--- config.mk ---
export PLATFORM = sky130hd
export DESIGN_NAME = ilpc_ctrl
export DESIGN_NICKNAME = d
export VERILOG_FILES = /design/src/sv/ilpc_pkg.sv /design/src/sv/ilpc_ctrl.sv
export VERILOG_INCLUDE_DIRS = /design/src /design/src/sv
export SDC_FILE = /design/constraint.sdc
export NUM_CORES = 1
export LEC_CHECK = 0
export BUFFER_PORTS_ARGS = -buffer_cell sky130_fd_sc_hd__buf_2
export CAP_MARGIN = 10
export CORE_AREA = 5 5 42 44
export DETAILED_ROUTE_END_ITERATION = 8
export DIE_AREA = 0 0 47 49
export PLACE_DENSITY = 0.73
export SETUP_SLACK_MARGIN = 0.3
export SLEW_MARGIN = 10
export SYNTH_ARGS = -nofsm -noshare
export SYNTH_HDL_FRONTEND = slang
export SYNTH_SLANG_ARGS = --single-unit
--- constraint.sdc ---
create_clock -name i_clk -period 1.4 [get_ports i_clk]
set_input_delay 0.28 -clock i_clk [delete_from_list [all_inputs] [get_ports i_clk]]
set_output_delay 0.28 -clock i_clk [all_outputs]
set_load 0.01 [all_outputs]
--- src/sv/inner_loop_power_control_top_assert.svh ---
// ----------------------------------------------------------------------------
// Inner loop power control: assertion macros
// Shorthand for clocked, reset-qualified concurrent checks. The enclosing
// module must have i_clk and i_rst_n.
// ----------------------------------------------------------------------------
`ifndef INNER_LOOP_POWER_CONTROL_TOP_ASSERT_SVH
`define INNER_LOOP_POWER_CONTROL_TOP_ASSERT_SVH

// Same-cycle implication
`define ILPC_ASSERT_IMP(label, ante, cons, msg) \
    label: assert property (@(posedge i_clk) disable iff (!i_rst_n) (ante) |-> (cons)) \
        else $error(msg);

// Next-cycle implication
`define ILPC_ASSERT_NXT(label, ante, cons, msg) \
    label: assert property (@(posedge i_clk) disable iff (!i_rst_n) (ante) |=> (cons)) \
        else $error(msg);

`endif

--- src/sv/ilpc_pkg.sv ---
// ----------------------------------------------------------------------------
// Inner loop power control package
// Transaction types, register map, request and status codes, and the
// control interface between sequencer and datapath.
// ----------------------------------------------------------------------------
package ilpc_pkg;

    // Register map
    localparam int CFG_ADDR_W = 3;
    localparam int CFG_DATA_W = 32;

    localparam logic [CFG_ADDR_W-1:0] CFG_TIMING_MODE        = 3'd0;
    localparam logic [CFG_ADDR_W-1:0] CFG_SINR_THRESHOLD     = 3'd1;
    localparam logic [CFG_ADDR_W-1:0] CFG_STEP_UP            = 3'd2;
    localparam logic [CFG_ADDR_W-1:0] CFG_STEP_DOWN          = 3'd3;
    localparam logic [CFG_ADDR_W-1:0] CFG_MAX_POWER          = 3'd4;
    localparam logic [CFG_ADDR_W-1:0] CFG_MIN_POWER          = 3'd5;
    localparam logic [CFG_ADDR_W-1:0] CFG_DESPREAD_SCALE     = 3'd6;
    localparam logic [CFG_ADDR_W-1:0] CFG_INTERFERENCE_SCALE = 3'd7;

    // Register reset values
    localparam logic [1:0]  RST_TIMING_MODE        = 2'd0;
    localparam logic [31:0] RST_SINR_THRESHOLD     = 32'd65536;
    localparam logic [15:0] RST_STEP_UP            = 16'd5157;
    localparam logic [15:0] RST_STEP_DOWN          = 16'd52057;
    localparam logic [31:0] RST_MAX_POWER          = 32'hFFFF_FFFF;
    localparam logic [31:0] RST_MIN_POWER          = 32'd0;
    localparam logic [15:0] RST_DESPREAD_SCALE     = 16'd32768;
    localparam logic [15:0] RST_INTERFERENCE_SCALE = 16'd32768;

    // Timing mode bits
    localparam int TM_CMD_AT_START   = 0;
    localparam int TM_APPLY_AT_START = 1;

    // Request types
    localparam logic [1:0] REQ_REGISTER = 2'd0;
    localparam logic [1:0] REQ_RX_START = 2'd1;
    localparam logic [1:0] REQ_RX_END   = 2'd2;
    localparam logic [1:0] REQ_TX_QUERY = 2'd3;

    // Result status codes
    localparam logic [1:0] ST_OK      = 2'd0;
    localparam logic [1:0] ST_UNKNOWN = 2'd1;
    localparam logic [1:0] ST_FULL    = 2'd2;

    typedef struct packed {
        logic [1:0]  req_type;
        logic [15:0] link_id;
        logic [31:0] rx_power;
        logic [31:0] noise_power;
        logic [31:0] interference_power;
        logic [9:0]  spread_factor;
        logic        power_up_cmd;
    } t_in_item;

    typedef struct packed {
        logic [31:0] tx_power;
        logic        power_up_flag;
        logic [1:0]  status;
    } t_out_item;

    // One link table entry
    typedef struct packed {
        logic [15:0] link;
        logic [31:0] power;
        logic        up;
        logic [31:0] intf;
    } t_entry;

    typedef enum logic [3:0] {
        S_IDLE,
        S_SCAN,
        S_DECIDE,
        S_DEN,
        S_MUL,
        S_CMP,
        S_PMUL,
        S_PUPD,
        S_DONE
    } t_state;

    // Sequencer to datapath
    typedef struct packed {
        logic load;
        logic scan;
        logic new_entry;
        logic set_unknown;
        logic set_full;
        logic den;
        logic mul;
        logic cmp;
        logic pmul;
        logic pupd;
        logic finish;
    } t_dp_cmd;

    // Datapath to sequencer
    typedef struct packed {
        logic scan_done;
        logic hit;
        logic free_found;
        logic is_register;
        logic is_rx;
        logic do_cmp;
        logic do_apply;
        logic out_busy;
    } t_dp_sts;

endpackage

--- src/sv/ilpc_ctrl.sv ---
// ----------------------------------------------------------------------------
// Inner loop power control sequencer
// Steps one transaction through table scan, decision, SINR compare, power
// step and write-back, and hands the result to the output register.
// ----------------------------------------------------------------------------
`include "inner_loop_power_control_top_assert.svh"

module ilpc_ctrl (
    input  logic             i_clk,
    input  logic             i_rst_n,
    input  logic             i_in_valid,
    output logic             o_in_stall,
    input  ilpc_pkg::t_dp_sts i_sts,
    output ilpc_pkg::t_dp_cmd o_cmd
);
    import ilpc_pkg::*;

    t_state r_state;
    t_state n_state;
    logic [10:0] w_cmd_bits;

    // State register
    always_ff @(posedge i_clk) begin
        if (!i_rst_n) begin
            r_state <= S_IDLE;
        end else begin
            r_state <= n_state;
        end
    end

    // Next state
    always_comb begin
        n_state = r_state;
        case (r_state)
            S_IDLE: begin
                if (i_in_valid) n_state = S_SCAN;
            end
            S_SCAN: begin
                if (i_sts.scan_done) n_state = S_DECIDE;
            end
            S_DECIDE: begin
                if (i_sts.hit && i_sts.is_rx && i_sts.do_cmp) begin
                    n_state = S_DEN;
                end else if (i_sts.hit && i_sts.is_rx && i_sts.do_apply) begin
                    n_state = S_PMUL;
                end else begin
                    n_state = S_DONE;
                end
            end
            S_DEN:  n_state = S_MUL;
            S_MUL:  n_state = S_CMP;
            S_CMP: begin
                n_state = i_sts.do_apply ? S_PMUL : S_DONE;
            end
            S_PMUL: n_state = S_PUPD;
            S_PUPD: n_state = S_DONE;
            S_DONE: begin
                if (!i_sts.out_busy) n_state = S_IDLE;
            end
            default: n_state = S_IDLE;
        endcase
    end

    // Command outputs
    always_comb begin
        o_cmd = '0;
        case (r_state)
            S_IDLE: o_cmd.load = i_in_valid;
            S_SCAN: o_cmd.scan = 1'b1;
            S_DECIDE: begin
                if (!i_sts.hit) begin
                    if (i_sts.is_register) begin
                        if (i_sts.free_found) begin
                            o_cmd.new_entry = 1'b1;
                        end else begin
                            o_cmd.set_full = 1'b1;
                        end
                    end else begin
                        o_cmd.set_unknown = 1'b1;
                    end
                end
            end
            S_DEN:  o_cmd.den  = 1'b1;
            S_MUL:  o_cmd.mul  = 1'b1;
            S_CMP:  o_cmd.cmp  = 1'b1;
            S_PMUL: o_cmd.pmul = 1'b1;
            S_PUPD: o_cmd.pupd = 1'b1;
            S_DONE: o_cmd.finish = !i_sts.out_busy;
            default: o_cmd = '0;
        endcase
    end

    // Hold off new transactions until the current one is handed over
    assign o_in_stall = (r_state != S_IDLE);

    assign w_cmd_bits = o_cmd;

    `ILPC_ASSERT_IMP(a_cmd_onehot, 1'b1, $onehot0(w_cmd_bits), "ilpc_ctrl: overlapping commands")
    `ILPC_ASSERT_NXT(a_accept_scan, i_in_valid && !o_in_stall, r_state == S_SCAN, "ilpc_ctrl: accept did not start scan")
    `ILPC_ASSERT_NXT(a_scan_exit, r_state == S_SCAN && i_sts.scan_done, r_state == S_DECIDE, "ilpc_ctrl: scan did not end")

endmodule

==> metrics.md <==
| Metric | Value |
|---|---|
| Hold path depth | 2 |
| Post-synthesis share of cell area spent on xor and xnor gates | 0 |
| Initial antenna violation count | 0 |
| Worst hold endpoint | r_state[3] |
| DP Area | 597 µm² |
| Seq/Total Area, Yosys | 0.199 |
| Clock root buffer master | clkbuf_4 |
| Share of flip-flops with an asynchronous set or reset | 0 |
| Mapped cell area | 403 µm² |
| IO Port Bufs | 22 |
| # DRC | 0 |
| Adder-Cell Fraction of Synth Area | 0 |
| Antenna viol nets, final | 0 |
| Fin Hold WS | 0.333 ns |
| Worst path top cell family by delay | simple AND/OR/NAND/NOR gates |
| Initial DRC count | 17 |
| Synth Instances | 51 |
| Syn avg cell area | 7.90 µm² |
| Worst reg2reg path startpoint | r_state[2] |
| Peak VDD IR | 504 µV |
| HP Class | primary input to register |
| Synth cell count leaders | dfxtp_1, nor2_1, nor3_1 |
| Fmax | 562 MHz |
| R2R Setup Slk | 0.06 ns |
| Top cell type's share of synthesized area | 0.199 |
| Pre-antenna DRT Iters | 4 |
| Max H-tree Level | 1 |
| Register-to-Register Path Depth | 6 |
| Largest registers | r_state x4 |
| CP Max Fanout | 3 |
| Inserted Diodes | 0 |
| EDFF count, synth | 0 |
| Tot GR Track Use | 0.146 |
| Max incr delay on CP | 0.58 ns |
| Die H | 49 µm |
| Core area | 1400 µm² |
| Post-synthesis compound-gate area fraction | 0.189 |
| Pre-CTS setup slack | -0.114 ns |
| CTS Buf Count | 3 |
| Design Area, Final | 838 µm² |
| Final setup viols | 11 |
| Yosys top cell by area | dfxtp_1 |
| Worst slew pin tran | 0.261 ns |
| Largest net degree at the start of global routing | 13 |
| Initial core utilization | 0.287 |
| WP data required | 1.12 ns |
| Slew HR | 0.826 |
| Clock sink count | 4 |
| Clk buf depth | 2 |
| Largest Register | r_state |
| Final Hold Fails | 0 |
| First-pass GRT wire length | 2500 µm |
| Hold bufs inserted after CTS | 0 |
| DIE AREA | 2300 µm² |
| CP max stage cell | or4b_4 |
| RePlAce Congestion | 0.772 |
| Final core utilization | 0.598 |
| Vias in the first global route | 561 |
| Row Count | 14 |
| Final Cycle Share | 1.27 |
| CP endpoint kind | output port |
| CTS tree | done |
| Largest register FFs | 4 |
| Synth cell types | 29 |
| Hold Startpoint | i_rst_n |
| Largest family of logic cells by synthesized area | simple AND/OR/NAND/NOR gates |
| Synthesis Warnings | 0 |
| Leak | 0.397 nW |
| Count of final max-slew check failures | 0 |
| Main synth FF type | dfxtp_1 |
| Via density | 5.42 |
| Mapped Nets | 62 |
| CP Buf/Inv Count | 1 |
| Grt ovf | 0 |
| Violated checks | setup timing |
| CP startpoint kind | register |
| #FFs+latches synth | 4 |
| Crit path arrival time | 1.50 ns |
| Final net count | 104 |
| Simple-gate portion of the synthesized area | 0.475 |
| Top Ports | 23 |
| Die X | 47 µm |
| Fin crit period | 1.78 ns |
| Area delta synth->final | 108% |
| Outcome | complete, but fails checks |
| Drt wl/cell | 15.8 µm |
| Pwr dens | 911 nW/µm² |
| CP Class | register to output port |
| RSZ-0062 raised after global routing | true |
| FF-to-FF End | r_state[2] |
| Detail Placement HPWL | 982 µm |
| CTS clk-pin slew, worst paths | 0.04 ns |
| Fraction of synthesized area in multiplexers | 0.0280 |
| Fin worst setup slack | -0.378 ns |
| Share of layout cells above drive strength 1 | 0.736 |
| Clk_lat worst skew | 0.24 ns |
| Synth area leaders | dfxtp_1, nor4b_1, buf_6, nor3_1, nor2_1 |
| Maxcap violations | 0 |
| Vias post-DR | 580 |
| Setup_tns | -1.91 ns |
| Routed wire length | 1690 µm |
| Clk_skew | 0.00431 ns |
| Cell Chain, Critical Path | or4b_4 -> nor4b_4 -> buf_2 |
cells by family (layout without fill, tap and decap cells):
kind of cell,count (synthesis),in the layout
AO/OA/AOI/OAI,10,10
buffers and inverters,7,47
flip-flops,4,4
multiplexers,1,1
AND/OR/NAND/NOR,29,29
where the power goes:
group          internal, mW  switching [mW]
Combinational         0.253           0.219
Sequential            0.132          0.0120
Clock                0.0961          0.0503
Total                 0.482           0.281
metrics by stage:
| stage | instances | total power, mW |
|---|---|---|
| 2_1_floorplan | 51 | 0.320 |
| 3_3_place_gp | 93 | 0.427 |
| 3_5_place_dp | 93 | 0.431 |
| 4_1_cts | 102 | 0.696 |
| 5_1_grt | 107 | 0.820 |
| 6_report | 107 | 0.763 |
layer usage:
layer | up-vias | global-route usage | part of all wire
met2 | 22 | 0.262 | 0.54
li1 | 279 | - | -
met5 | - | 0 | 0
met4 | 0 | 0.0553 | 0.042
met1 | 269 | 0.166 | 0.36
met3 | 10 | 0.0111 | 0.052
what timing repair did:
item / in CTS / in global routing
pin swaps: 10 / 3
endpoints found under the setup margin: 16 / 16
setup buffers: 6 / 5
gates resized for setup: 28 / 4
cell type report:
cell class                      instances  area [µm²]
Clock buffer                            3        22.5
Fill cell                             120         563
Inverter                                3        16.3
Multi-Input combinational cell         40         405
Sequential cell                         4        82.6
Tap cell                               16        20.0
Timing Repair Buffer                   41         292
worst max path at each step:
| stage | cells past startpoint | slack (ns) | end | startpoint |
|---|---|---|---|---|
| floorplan | 3 | -0.12 | o_cmd[6] | r_state[2] |
| global placement | 4 | -0.15 | o_cmd[8] | r_state[1] |
| detailed placement | 3 | -0.11 | o_cmd[6] | r_state[2] |
| CTS | 3 | -0.37 | o_cmd[6] | r_state[2] |
| global route | 3 | -0.46 | o_cmd[6] | r_state[2] |
| finish | 3 | -0.38 | o_cmd[6] | r_state[2] |
cells in the final DEF (no fill, tap or decap), types with 3 or more instances in the layout:
cell,count
buf_6,5
clkbuf_4,3
nor4b_4,4
nor3_2,3
buf_4,12
buf_2,22
(Power assumes the default switching activity.)
